==> config.mk <==
export PLATFORM = sky130hd
export DESIGN_NAME = tiny_register_machine_executor_unit_flat
export DESIGN_NICKNAME = d
export VERILOG_FILES = /design/src/design/trm_pkg.sv /design/src/design/trm_stream_if.sv /design/src/design/tiny_register_machine_executor_unit.sv /design/src/design/trm_ram.sv /design/src/design/trm_alu.sv /design/src/flat_wrapper.sv
export VERILOG_INCLUDE_DIRS = /design/src /design/src/design
export SDC_FILE = /design/constraint.sdc
export NUM_CORES = 1
export LEC_CHECK = 0
export BUFFER_PORTS_ARGS = -buffer_cell sky130_fd_sc_hd__buf_2
export CAP_MARGIN = 25
export CORE_UTILIZATION = 39
export DETAILED_ROUTE_END_ITERATION = 12
export PLACE_DENSITY_LB_ADDON = 0.3
export SLEW_MARGIN = 20
export SYNTH_ARGS = -nofsm -noshare
export SYNTH_HDL_FRONTEND = slang
export SYNTH_SLANG_ARGS = --single-unit
==> constraint.sdc <==
create_clock -name i_clk -period 16.25 [get_ports i_clk]
set_clock_uncertainty 0.05 [all_clocks]
set_input_delay 2.4375 -clock i_clk [delete_from_list [all_inputs] [get_ports i_clk]]
set_output_delay 2.4375 -clock i_clk [all_outputs]
set_load 0.1 [all_outputs]
==> src/design/tiny_register_machine_executor_unit_assert.svh <==
// Assertion macros shared by the register machine executor.
`ifndef TINY_REGISTER_MACHINE_EXECUTOR_UNIT_ASSERT_SVH
`define TINY_REGISTER_MACHINE_EXECUTOR_UNIT_ASSERT_SVH

// Checks that a property holds at every clock edge out of reset.
`define TRM_ASSERT_ALWAYS(lbl, prop, msg) \
    lbl: assert property (@(posedge i_clk) disable iff (!i_rst_n) (prop)) \
        else $error(msg);

// Checks that a condition in one cycle implies another in the next cycle.
`define TRM_ASSERT_NEXT(lbl, ante, cons, msg) \
    lbl: assert property (@(posedge i_clk) disable iff (!i_rst_n) (ante) |=> (cons)) \
        else $error(msg);

`endif

==> src/design/trm_pkg.sv <==
// Types, codes and constants of the register machine executor.
`default_nettype none

package trm_pkg;

    // Default number of architectural registers.
    localparam int NUM_REGS_DEF = 16;

    // Request kinds.
    localparam logic REQ_START = 1'b0;
    localparam logic REQ_EXEC  = 1'b1;

    // Instruction opcodes.
    typedef enum logic [7:0] {
        OP_RET  = 8'd0,
        OP_ADD  = 8'd1,
        OP_SUB  = 8'd2,
        OP_MOV  = 8'd3,
        OP_MOVI = 8'd4,
        OP_B    = 8'd5,
        OP_BNZ  = 8'd6
    } t_opcode;

    // Cycle costs that each instruction adds to the counter.
    localparam logic [31:0] CYC_RET  = 32'd1;
    localparam logic [31:0] CYC_ALU  = 32'd2;
    localparam logic [31:0] CYC_MOVI = 32'd6;

    // Instruction lengths in bytes.
    localparam logic [8:0] LEN_RET  = 9'd1;
    localparam logic [8:0] LEN_ALU  = 9'd2;
    localparam logic [8:0] LEN_MOVI = 9'd6;

    // One request item.
    typedef struct packed {
        logic               req_type;
        logic signed [31:0] param;
        logic [7:0]         opcode;
        logic [7:0]         operand_byte;
        logic signed [31:0] immediate;
    } t_req;

    // One result item.
    typedef struct packed {
        logic signed [8:0]  pc_delta;
        logic               done_res;
        logic signed [31:0] result_value;
        logic [31:0]        cycles_used;
        logic               illegal;
    } t_res;

    // Execute stage decisions handed from the ALU to the state update.
    typedef struct packed {
        logic        clear;
        logic        wr_en;
        logic [31:0] wr_data;
        logic        flag_en;
        logic        zero_n;
        logic        neg_n;
        logic [31:0] cycles_n;
        t_res        res;
    } t_exec;

endpackage

`default_nettype wire

==> src/design/trm_stream_if.sv <==
// Valid/ready stream interfaces for requests and results.
`default_nettype none

interface trm_req_if;
    import trm_pkg::*;
    logic valid;
    logic ready;
    t_req data;
    modport source (output valid, output data, input ready);
    modport sink (input valid, input data, output ready);
endinterface

interface trm_res_if;
    import trm_pkg::*;
    logic valid;
    logic ready;
    t_res data;
    modport source (output valid, output data, input ready);
    modport sink (input valid, input data, output ready);
endinterface

`default_nettype wire

==> src/design/tiny_register_machine_executor_unit.sv <==
// Top level of the register machine executor: register RAM, execute stage, result register.
//
// The executor takes one request per clock cycle while the output is not stalled, and
// returns one result per request, in order. A request is transferred into the execute
// stage while the register RAM reads both operands; the next cycle the ALU works on the
// RAM data, and the result is loaded into the output register once it is free or drains.
// The single execute stage with its registered RAM read sets the rate of one request per
// cycle; a write in the execute stage is forwarded to the next request's operands. A start
// request clears the register file through per-register valid bits, with no clearing pass,
// and writes its parameter to register 0; a register whose valid bit is clear reads as
// zero. Indexes at or above NUM_REGS read zero and are never written.
`default_nettype none
`include "tiny_register_machine_executor_unit_assert.svh"

module tiny_register_machine_executor_unit #(
    parameter int NUM_REGS = trm_pkg::NUM_REGS_DEF
) (
    input  wire logic i_clk,
    input  wire logic i_rst_n,
    trm_req_if.sink   i_req,
    trm_res_if.source o_res
);
    import trm_pkg::*;

    localparam int AW = $clog2(NUM_REGS);
    localparam logic [4:0] NREG = 5'(NUM_REGS);
    localparam logic [NUM_REGS-1:0] VLD_R0 = NUM_REGS'(1);

    // Execute stage and output registers.
    logic          r_s1_valid;
    t_req          r_s1;
    logic [3:0]    r_s1_anib;
    logic          r_out_valid;
    t_res          r_out;

    // Architectural state kept in flip-flops beside the RAM.
    logic [NUM_REGS-1:0] r_vld;
    logic                r_zero;
    logic                r_neg;
    logic [31:0]         r_cycles;

    // Most recent register write, for forwarding.
    logic          r_fwd_valid;
    logic [AW-1:0] r_fwd_addr;
    logic [31:0]   r_fwd_data;

    logic          advance;
    logic          in_xfer;
    logic [3:0]    in_anib;
    logic [31:0]   ram_a;
    logic [31:0]   ram_b;
    logic [3:0]    s1_bnib;
    logic [3:0]    s1_dnib;
    logic          a_ok;
    logic          b_ok;
    logic          d_ok;
    logic [AW-1:0] a_idx;
    logic [AW-1:0] b_idx;
    logic [31:0]   opa;
    logic [31:0]   opb;
    t_exec         exec;
    logic          ram_we;
    logic [AW-1:0] ram_waddr;
    logic [NUM_REGS-1:0] n_vld;

    // Handshake: the execute stage moves on when the output register is free or drains.
    assign advance     = r_s1_valid && (!r_out_valid || o_res.ready);
    assign i_req.ready = !r_s1_valid || advance;
    assign in_xfer     = i_req.valid && i_req.ready;
    assign o_res.valid = r_out_valid;
    assign o_res.data  = r_out;

    // A return reads register 0 on port A; every other request reads its destination.
    assign in_anib = (i_req.data.opcode == OP_RET) ? 4'd0 : i_req.data.operand_byte[7:4];

    trm_ram #(
        .WIDTH (32),
        .DEPTH (NUM_REGS)
    ) u_ram (
        .i_clk     (i_clk),
        .i_we      (ram_we),
        .i_waddr   (ram_waddr),
        .i_wdata   (exec.wr_data),
        .i_re      (in_xfer),
        .i_raddr_a (in_anib[AW-1:0]),
        .i_raddr_b (i_req.data.operand_byte[AW-1:0]),
        .o_rdata_a (ram_a),
        .o_rdata_b (ram_b)
    );

    // Operand selection: range check, forwarding, then valid bit.
    assign s1_bnib = r_s1.operand_byte[3:0];
    assign s1_dnib = r_s1.operand_byte[7:4];
    assign a_ok    = {1'b0, r_s1_anib} < NREG;
    assign b_ok    = {1'b0, s1_bnib} < NREG;
    assign d_ok    = {1'b0, s1_dnib} < NREG;
    assign a_idx   = r_s1_anib[AW-1:0];
    assign b_idx   = s1_bnib[AW-1:0];

    always_comb begin
        if (!a_ok) begin
            opa = '0;
        end else if (r_fwd_valid && (r_fwd_addr == a_idx)) begin
            opa = r_fwd_data;
        end else if (r_vld[a_idx]) begin
            opa = ram_a;
        end else begin
            opa = '0;
        end
        if (!b_ok) begin
            opb = '0;
        end else if (r_fwd_valid && (r_fwd_addr == b_idx)) begin
            opb = r_fwd_data;
        end else if (r_vld[b_idx]) begin
            opb = ram_b;
        end else begin
            opb = '0;
        end
    end

    trm_alu u_alu (
        .i_req    (r_s1),
        .i_opa    (opa),
        .i_opb    (opb),
        .i_zero   (r_zero),
        .i_cycles (r_cycles),
        .o_exec   (exec)
    );

    // Write back: a start writes register 0, other writes go to an in-range destination.
    assign ram_waddr = exec.clear ? '0 : s1_dnib[AW-1:0];
    assign ram_we    = advance && exec.wr_en && (exec.clear || d_ok);

    always_comb begin
        n_vld = r_vld;
        if (advance && exec.clear) begin
            n_vld = VLD_R0;
        end else if (ram_we) begin
            n_vld[ram_waddr] = 1'b1;
        end
    end

    // Control state, flags and counter.
    always_ff @(posedge i_clk) begin
        if (!i_rst_n) begin
            r_s1_valid  <= 1'b0;
            r_out_valid <= 1'b0;
            r_vld       <= '0;
            r_zero      <= 1'b0;
            r_neg       <= 1'b0;
            r_cycles    <= '0;
            r_fwd_valid <= 1'b0;
        end else begin
            if (i_req.ready) begin
                r_s1_valid <= i_req.valid;
            end
            if (advance) begin
                r_out_valid <= 1'b1;
            end else if (o_res.ready) begin
                r_out_valid <= 1'b0;
            end
            r_vld <= n_vld;
            if (advance) begin
                r_cycles <= exec.cycles_n;
                if (exec.flag_en) begin
                    r_zero <= exec.zero_n;
                    r_neg  <= exec.neg_n;
                end
            end
            if (ram_we) begin
                r_fwd_valid <= 1'b1;
            end
        end
    end

    // Payload registers.
    always_ff @(posedge i_clk) begin
        if (in_xfer) begin
            r_s1      <= i_req.data;
            r_s1_anib <= in_anib;
        end
        if (advance) begin
            r_out <= exec.res;
        end
        if (ram_we) begin
            r_fwd_addr <= ram_waddr;
            r_fwd_data <= exec.wr_data;
        end
    end

    // Assertions.
    `TRM_ASSERT_NEXT(a_start_clears, advance && exec.clear, (r_vld == VLD_R0) && (r_cycles == 32'd0), "start did not leave only register 0 valid with a cleared counter")
    `TRM_ASSERT_NEXT(a_illegal_keeps, advance && exec.res.illegal, $stable(r_cycles) && $stable(r_vld), "illegal opcode changed state")
    `TRM_ASSERT_NEXT(a_write_valid, ram_we, r_fwd_valid && r_vld[r_fwd_addr], "written register not marked valid")
    `TRM_ASSERT_ALWAYS(a_ready_free, !r_out_valid |-> i_req.ready, "request stalled with a free output register")

endmodule

`default_nettype wire

==> src/design/trm_ram.sv <==
// Generic synchronous RAM: one write port, two registered read ports.
`default_nettype none

module trm_ram #(
    parameter int WIDTH = 32,
    parameter int DEPTH = 16
) (
    input  wire logic                     i_clk,
    input  wire logic                     i_we,
    input  wire logic [$clog2(DEPTH)-1:0] i_waddr,
    input  wire logic [WIDTH-1:0]         i_wdata,
    input  wire logic                     i_re,
    input  wire logic [$clog2(DEPTH)-1:0] i_raddr_a,
    input  wire logic [$clog2(DEPTH)-1:0] i_raddr_b,
    output logic      [WIDTH-1:0]         o_rdata_a,
    output logic      [WIDTH-1:0]         o_rdata_b
);

    logic [WIDTH-1:0] r_mem [DEPTH];

    // Write port.
    always_ff @(posedge i_clk) begin
        if (i_we) begin
            r_mem[i_waddr] <= i_wdata;
        end
    end

    // Read ports return the contents before a same-cycle write.
    always_ff @(posedge i_clk) begin
        if (i_re) begin
            o_rdata_a <= r_mem[i_raddr_a];
            o_rdata_b <= r_mem[i_raddr_b];
        end
    end

endmodule

`default_nettype wire

==> src/design/trm_alu.sv <==
// Instruction decode and execute for one request.
`default_nettype none

module trm_alu (
    input  wire trm_pkg::t_req  i_req,
    input  wire logic [31:0]    i_opa,
    input  wire logic [31:0]    i_opb,
    input  wire logic           i_zero,
    input  wire logic [31:0]    i_cycles,
    output trm_pkg::t_exec      o_exec
);
    import trm_pkg::*;

    logic [31:0] sum;
    logic [31:0] diff;
    logic [8:0]  branch_delta;

    assign sum          = i_opa + i_opb;
    assign diff         = i_opa - i_opb;
    assign branch_delta = LEN_ALU + {i_req.operand_byte[7], i_req.operand_byte};

    // Decode the request and form the state update and the result.
    always_comb begin
        o_exec                  = '0;
        o_exec.cycles_n         = i_cycles;
        o_exec.res.cycles_used  = i_cycles;
        if (i_req.req_type == REQ_START) begin
            o_exec.clear    = 1'b1;
            o_exec.wr_en    = 1'b1;
            o_exec.wr_data  = i_req.param;
            o_exec.flag_en  = 1'b1;
            o_exec.cycles_n = '0;
            o_exec.res.cycles_used = '0;
        end else begin
            case (i_req.opcode)
                OP_RET: begin
                    o_exec.cycles_n         = i_cycles + CYC_RET;
                    o_exec.res.pc_delta     = LEN_RET;
                    o_exec.res.done_res     = 1'b1;
                    o_exec.res.result_value = i_opa;
                end
                OP_ADD: begin
                    o_exec.wr_en    = 1'b1;
                    o_exec.wr_data  = sum;
                    o_exec.flag_en  = 1'b1;
                    o_exec.zero_n   = (sum == 32'd0);
                    o_exec.neg_n    = sum[31];
                    o_exec.cycles_n = i_cycles + CYC_ALU;
                    o_exec.res.pc_delta = LEN_ALU;
                end
                OP_SUB: begin
                    o_exec.wr_en    = 1'b1;
                    o_exec.wr_data  = diff;
                    o_exec.flag_en  = 1'b1;
                    o_exec.zero_n   = (diff == 32'd0);
                    o_exec.neg_n    = diff[31];
                    o_exec.cycles_n = i_cycles + CYC_ALU;
                    o_exec.res.pc_delta = LEN_ALU;
                end
                OP_MOV: begin
                    o_exec.wr_en    = 1'b1;
                    o_exec.wr_data  = i_opb;
                    o_exec.cycles_n = i_cycles + CYC_ALU;
                    o_exec.res.pc_delta = LEN_ALU;
                end
                OP_MOVI: begin
                    o_exec.wr_en    = 1'b1;
                    o_exec.wr_data  = i_req.immediate;
                    o_exec.cycles_n = i_cycles + CYC_MOVI;
                    o_exec.res.pc_delta = LEN_MOVI;
                end
                OP_B: begin
                    o_exec.cycles_n     = i_cycles + CYC_ALU;
                    o_exec.res.pc_delta = branch_delta;
                end
                OP_BNZ: begin
                    o_exec.cycles_n     = i_cycles + CYC_ALU;
                    o_exec.res.pc_delta = i_zero ? LEN_ALU : branch_delta;
                end
                default: begin
                    o_exec.res.illegal = 1'b1;
                end
            endcase
            o_exec.res.cycles_used = o_exec.cycles_n;
        end
    end

endmodule

`default_nettype wire
==> src/flat_wrapper.sv <==
// flat-port wrapper written by rule: the top's interface ports become plain ports
module tiny_register_machine_executor_unit_flat import trm_pkg::*;
#(
    parameter int NUM_REGS = trm_pkg::NUM_REGS_DEF
)
  (i_clk, i_rst_n, i_req_valid, i_req_data, i_req_ready, o_res_valid, o_res_data, o_res_ready);
  trm_req_if i_req_i ();
  trm_res_if o_res_i ();
  input  wire logic i_clk;
  input  wire logic i_rst_n;
  input wire logic [$bits(i_req_i.valid)-1:0] i_req_valid;
  input wire logic [$bits(i_req_i.data)-1:0] i_req_data;
  output wire logic [$bits(i_req_i.ready)-1:0] i_req_ready;
  output wire logic [$bits(o_res_i.valid)-1:0] o_res_valid;
  output wire logic [$bits(o_res_i.data)-1:0] o_res_data;
  input wire logic [$bits(o_res_i.ready)-1:0] o_res_ready;
  assign i_req_i.valid = i_req_valid;
  assign i_req_i.data = i_req_data;
  assign i_req_ready = i_req_i.ready;
  assign o_res_valid = o_res_i.valid;
  assign o_res_data = o_res_i.data;
  assign o_res_i.ready = o_res_ready;
  tiny_register_machine_executor_unit #(.NUM_REGS(NUM_REGS)) u_core (.i_clk(i_clk), .i_rst_n(i_rst_n), .i_req(i_req_i), .o_res(o_res_i));
endmodule
# Yosys cells after proc, flatten, opt, wreduce, memory -nomap -nowiden

Memory sizes are Yosys's and may differ from the RTL's. A register that Yosys moved wholly into a read port is not among the register bits.
Cells that the tools add are included.
W data, S select, Z words.

Add/sub/neg operators: 6
Magnitude comparators: 4
Equality and inequality tests: 8
Muxes and demuxes: 28
Bitwise gates (word level): 2
Reductions and logical operators: 22

Operators with widths:

| kind                    | number |
|---|---|
| $pmux W41 S5            | 1 |
| $mux W32                | 5 |
| $pmux W33 S4            | 1 |
| $logic_not A32 Y1       | 2 |
| $mux W34                | 1 |
| $mux W33                | 1 |
| $add A32 B1 Y32 const B | 1 |
| $add A32 B2 Y32 const B | 1 |
| $add A32 B3 Y32 const B | 1 |
| $add A32 B32 Y32        | 1 |
| $sub A32 B32 Y32        | 1 |
| $eq A8 B3 Y1 const B    | 3 |
| $eq A8 B2 Y1 const B    | 2 |
| $logic_not A8 Y1        | 2 |
| $or A16 B16 Y16         | 1 |
| $lt A4 B5 Y1 const B    | 3 |
| $mux W1                 | 11 |
| $add A3 B8 Y9 const A   | 1 |
| $mux W9                 | 1 |
| $bmux W1 S4             | 2 |
| $eq A4 B4 Y1            | 2 |
| $eq A8 B1 Y1 const B    | 1 |
| $mux W4                 | 2 |
| $logic_and A1 B1 Y1     | 7 |
| 12 further kinds        | 16 |

Bits in registers: 248
RAM bits: 512
Input bits: 85
Output and inout port bits: 77
Logic and storage cells: 91
Memories kept: 1

Memory list:

| name               | depth | bits a word | read ports | clocked after memory_dff | wr ports | RTL line      | source |
|---|---|---|---|---|---|---|---|
| u_core.u_ram.r_mem | 16    | 32          | 2          | 2                        | 1        | trm_ram.sv:19 | `logic [WIDTH-1:0] r_mem [DEPTH];` |

# Longest topological paths before layout

Depth after elaboration: 11
Depth in mapped cells: 22

# Modules after synthesis

Synthesis repeated with hierarchy kept, for this count alone.

Cell total of the unflattened synthesis: 2,829
Area total of the unflattened synthesis: 40,943.0 µm²

Modules (own cells, without submodules):

| module                              | times used | cells each | area each (µm²) | sequential area each (µm²) |
|---|---|---|---|---|
| trm_ram                             | 1          | 1,141      | 24,828.8        | 17,296.6 |
| tiny_register_machine_executor_unit | 1          | 612        | 9,300.2         | 6,926.6 |
| trm_alu                             | 1          | 1,076      | 6,814.0         | 0.0 |

# Least setup slack after synthesis

Ideal clock, no wire load.

Kind: input-to-reg
Start: input o_res_ready
End: register u_core.r_s1_anib[0] (netlist: u_core.a_idx[0]), enable pin
Library setup time: 0.525 ns
Arrival: 6.689 ns
Path slack: 8.985 ns
Stages: 3
Buffers on the path: 0
Cells stage by stage: nor2b_1 nand2_1 and2_1

Longest elaborated chain between the ends: 4

RTL lines:

| element                  | RTL line                                   | source |
|---|---|---|
| start, declared          | flat_wrapper.sv:16                         | `input wire logic [$bits(o_res_i.ready)-1:0] o_res_ready;` |
| $logic_or A1 B1 Y1       | tiny_register_machine_executor_unit.sv:67  | `assign advance = r_s1_valid && (!r_out_valid \|\| o_res.ready);` |
| $logic_and A1 B1 Y1      | tiny_register_machine_executor_unit.sv:67  |  |
| $logic_or A1 B1 Y1       | tiny_register_machine_executor_unit.sv:68  | `assign i_req.ready = !r_s1_valid \|\| advance;` |
| named net i_req_ready    | flat_wrapper.sv:13                         | `output wire logic [$bits(i_req_i.ready)-1:0] i_req_ready;` |
| $logic_and A1 B1 Y1      | tiny_register_machine_executor_unit.sv:69  | `assign in_xfer = i_req.valid && i_req.ready;` |
| named net u_core.in_xfer | tiny_register_machine_executor_unit.sv:48  | `logic in_xfer;` |
| end signal, assigned     | tiny_register_machine_executor_unit.sv:180 | `r_s1_anib <= in_anib;` |
| end, declared            | tiny_register_machine_executor_unit.sv:32  | `logic [3:0] r_s1_anib;` |

The timed path passes the listed nets, and every way through them passes these cells.
A chain may end at the register's enable or synchronous reset.

==> qor.csv <==
stage;metric;value;unit
clock_network;tritoncts;yes;
routing;dr.pass1.iters;7;
sta;drv_slew;0;
clock_network;post_cts_buffers;0;
global_routing;grt_max_degree;88;
hold_path;hp-start;u_core.r_cycles[31]$_SDFFE_PN0P_;
final_layout;nNetsFinal;3516;
logic_synthesis;synthSimpleGateAreaFrac;0.0910;
power_and_ir_drop;ir_worst_vdd;0.0741;mV
placement;numPortBuffers;161;
global_routing;first_global_vias;28600;
logic_synthesis;synthFlopType;edfxtp_1;
logic_synthesis;yosysUniqueCellTypes;83;
clock_network;cts_resized;0;
final_layout;layout_commonest_cell;edfxtp_1;
global_routing;grt_usage;0.236;
status;status;completed;
routing;antenna_left;0;
worst_setup_path;r2r-end;u_core.u_ram.r_mem[2][30]$_DFFE_PP_;
clock_network;clk_latency;670;ps
worst_setup_path;r2r-start;u_core.b_idx[0]$_DFFE_PP_;
logic_synthesis;ys_seq_area_frac;0.576;
final_layout;drive_above_1_share;0.203;
clock_network;cts_sinks;824;
sta;max-slew-margin-rel;0.242;
sta;worst_pin_slew;1140;ps
logic_synthesis;synth_edf_count;772;
clock_network;clockRootBuffer;clkbuf_16;
worst_setup_path;r2r_cells;20;
power_and_ir_drop;p_leak;16.0;nW
sta;final.setup.tns;0;ps
worst_setup_path;crit_chain;mux4_2 -> mux2_2 -> mux2_2 -> and2_1 -> buf_4 -> a22oi_1 -> inv_1 -> ha_1 -> nor3_1 -> a2111oi_2 -> nor2_1 -> o21ai_1 -> o31ai_1 -> a211oi_1 -> o31ai_1 -> or4_1 -> nand3_1 -> nand2_1 -> a21oi_1 -> buf_4;
sta;hold_viol_final;0;
worst_setup_path;endpoint_kind;flip-flop;
final_layout;syn_to_final_growth;12.7;%
flow_run;maxCapViolCount;0;
routing;viasPerCell;6.15;
logic_synthesis;netlist_area;42000;µm²
routing;drtIter0Drc;3601;
logic_synthesis;synth_compound_area_frac;0.126;
final_layout;mostFrequentLayoutCells;772 x edfxtp_1, 284 x a21oi_1, 247 x nand2_1;
hold_path;min_to;u_core.r_cycles[31]$_SDFFE_PN0P_;
floorplanning;die-area;109000;µm²
worst_setup_path;critPathTopFamily;compound AO/OA/AOI/OAI gates;
sta;timing.fmax;0.139;GHz
worst_setup_path;startpoint_type;flip-flop;
floorplanning;die_x;330;µm
logic_synthesis;synth_xor_area_frac;0.0158;
logic_synthesis;synth_top_area_frac;0.552;
power_and_ir_drop;power-per-cell-area;102;nW/µm²
clock_network;ctsHoldBuffers;0;
sta;finalSetupViolations;0;
routing;wl;132000;µm
worst_setup_path;rrSetupSlack;9040;ps
sta;rsz0062_at_grt;no;
floorplanning;start_util;0.393;
worst_setup_path;critPathBufInv;3;
routing;vias;29800;
worst_setup_path;crit_required;16670;ps
clock_network;cts_buffers;86;
floorplanning;dieHeight;330;µm
floorplanning;core;107000;µm²
placement;place_congestion;0.997;
logic_synthesis;synth.top_cells.by_area;edfxtp_1 55%, mux4_2 9.1%, a21oi_1 3.5%;
floorplanning;num_rows;120;
routing;wl_per_cell;27.2;µm
global_routing;overflow;0;
worst_setup_path;critical_path.max_stage_delay;680;ps
logic_synthesis;muxShareOfSynthArea;0.143;
logic_synthesis;avgSynthCellArea;12.9;µm²
sta;min_period;7210;ps
logic_synthesis;async_flop_share;0;
hold_path;hold_path.class;reg -> reg;
global_routing;antenna_found_initial;8;
placement;dpl.hpwl;80800;µm
worst_setup_path;path_max_fanout;28;
clock_network;htreeDepth;3;
logic_synthesis;synthAdderAreaFrac;0.0200;
worst_setup_path;critPathSlowestCell;a21oi_1;
logic_synthesis;syn_inst;3269;
logic_synthesis;synth_top_family_by_area;multiplexers;
sta;fin_crit_sh;0.444;
hold_path;whs_path_depth;2;
worst_setup_path;critPathKind;reg -> reg;
logic_synthesis;ys_ff_latch;824;
logic_synthesis;yosysTopAreaCell;edfxtp_1;
global_routing;grt_pass1_wl;192000;µm
floorplanning;io_pins;162;
logic_synthesis;syn_nets;3420;
worst_setup_path;cp_data_arrival_time;7630;ps
clock_network;clockBufferDepth;3;
clock_network;path_clk_slew;60;ps
power_and_ir_drop;total_power;0.00481;W
routing;drc;0;
logic_synthesis;yosys_warnings;0;
-- per-stage QoR --
stage / hold WS, ps / area, µm² / cells / setup slack (ps) / utilization
after floorplan: 402 / 42000 / 3269 / 8990 / -
after global placement: 419 / 44500 / 4677 / 9090 / 0.416
after detailed placement: 431 / 44500 / 4679 / 9190 / 0.416
after CTS: 443 / 47300 / 4839 / 9090 / 0.443
after global routing: 471 / 47400 / 4840 / 8560 / 0.443
final: 436 / 47400 / 4844 / 9040 / 0.443
-- cells by family after synthesis --
logic type	after synthesis
buffers and inverters	307
DFF	824
adders and majority gates	66
muxes	378
AOI/OAI and AO/OA	828
xor gates and xnor gates	76
and+or+nand+nor	790
-- cell usage after synthesis, types with 31 or more instances --
| cell type | n |
|---|---|
| o221ai_1 | 40 |
| and3_1 | 56 |
| nand2_1 | 250 |
| xnor2_1 | 55 |
| a21oi_1 | 292 |
| mux2i_1 | 108 |
| nor2b_1 | 40 |
| a221oi_1 | 44 |
| mux4_2 | 169 |
| inv_1 | 75 |
| dfxtp_1 | 52 |
| nand3_1 | 96 |
| ha_1 | 64 |
| nor2_1 | 160 |
| mux2_2 | 101 |
| and2_1 | 40 |
| buf_1 | 31 |
| edfxtp_1 | 772 |
| o21ai_0 | 187 |
| nor3_1 | 39 |
| clkbuf_1 | 192 |
-- worst min-delay path: stages, from the launching register on --
cell and delay, ps:
dfxtp_1 320, nand2_1 50, a21boi_0 60
-- per-layer routing --
metal  part of all wire  up-vias  GRT usage
li1                   -    13000          -
met1               0.42    15000      0.333
met2               0.46     1531      0.376
met3              0.085      242     0.0344
met4              0.029       10     0.0754
met5            0.00040        -          0
-- area by class of cell --
type,instances,area [µm²]
well taps,1403,1760
flip-flops and latches,824,24200
clock inverters,43,445
fillers,9677,59500
clock buffers,117,2370
inverters,77,292
multi-input cells,2138,16800
diodes,4,10.0
repair buffers,238,1420
-- how the worst max path moves through the flow --
| stage | from | to | slack (ps) | depth (start not counted) |
|---|---|---|---|---|
| final | u_core.b_idx[0]$_DFFE_PP_ | u_core.u_ram.r_mem[2][30]$_DFFE_PP_ | 9040 | 20 |
| after global placement | u_core.b_idx[0]$_DFFE_PP_ | u_core.u_ram.r_mem[10][30]$_DFFE_PP_ | 9090 | 19 |
| after floorplan | o_res_ready | u_core.a_idx[0]$_DFFE_PP_ | 8990 | 3 |
| after CTS | u_core.a_idx[0]$_DFFE_PP_ | u_core.u_ram.r_mem[0][29]$_DFFE_PP_ | 9090 | 17 |
| after global routing | u_core.b_idx[0]$_DFFE_PP_ | u_core.u_ram.r_mem[1][30]$_DFFE_PP_ | 8560 | 20 |
| after detailed placement | u_core.a_idx[0]$_DFFE_PP_ | u_core.u_ram.r_mem[14][29]$_DFFE_PP_ | 9190 | 17 |
-- where the power goes --
| group | total (W) | internal [W] | switching, W | leakage [nW] |
|---|---|---|---|---|
| Clock | 0.00197 | 0.00111 | 0.000858 | 1.36 |
| Sequential | 0.00240 | 0.00238 | 0.0000278 | 7.56 |
| Combinational | 0.000438 | 0.000135 | 0.000303 | 7.06 |
-- sequential cells by signal, summed over array words and instances (netlist names) --
| signal | flops |
|---|---|
| u_core.r_fwd_data | 32 |
| u_core.r_zero | 1 |
| u_core.u_ram.r_mem | 512 |
| u_core.r_s1_valid | 1 |
| u_core.r_s1 | 77 |
| u_core.u_ram.o_rdata_a | 32 |
| u_core.r_fwd_valid | 1 |
| u_core.o_res.data | 75 |
| u_core.r_fwd_addr | 4 |
| u_core.a_idx | 4 |
| u_core.o_res.valid | 1 |
| u_core.b_idx | 4 |
| u_core.u_ram.o_rdata_b | 32 |
| u_core.r_vld | 16 |
| u_core.r_cycles | 32 |
No activity file was read; power rests on OpenSTA's default activity.
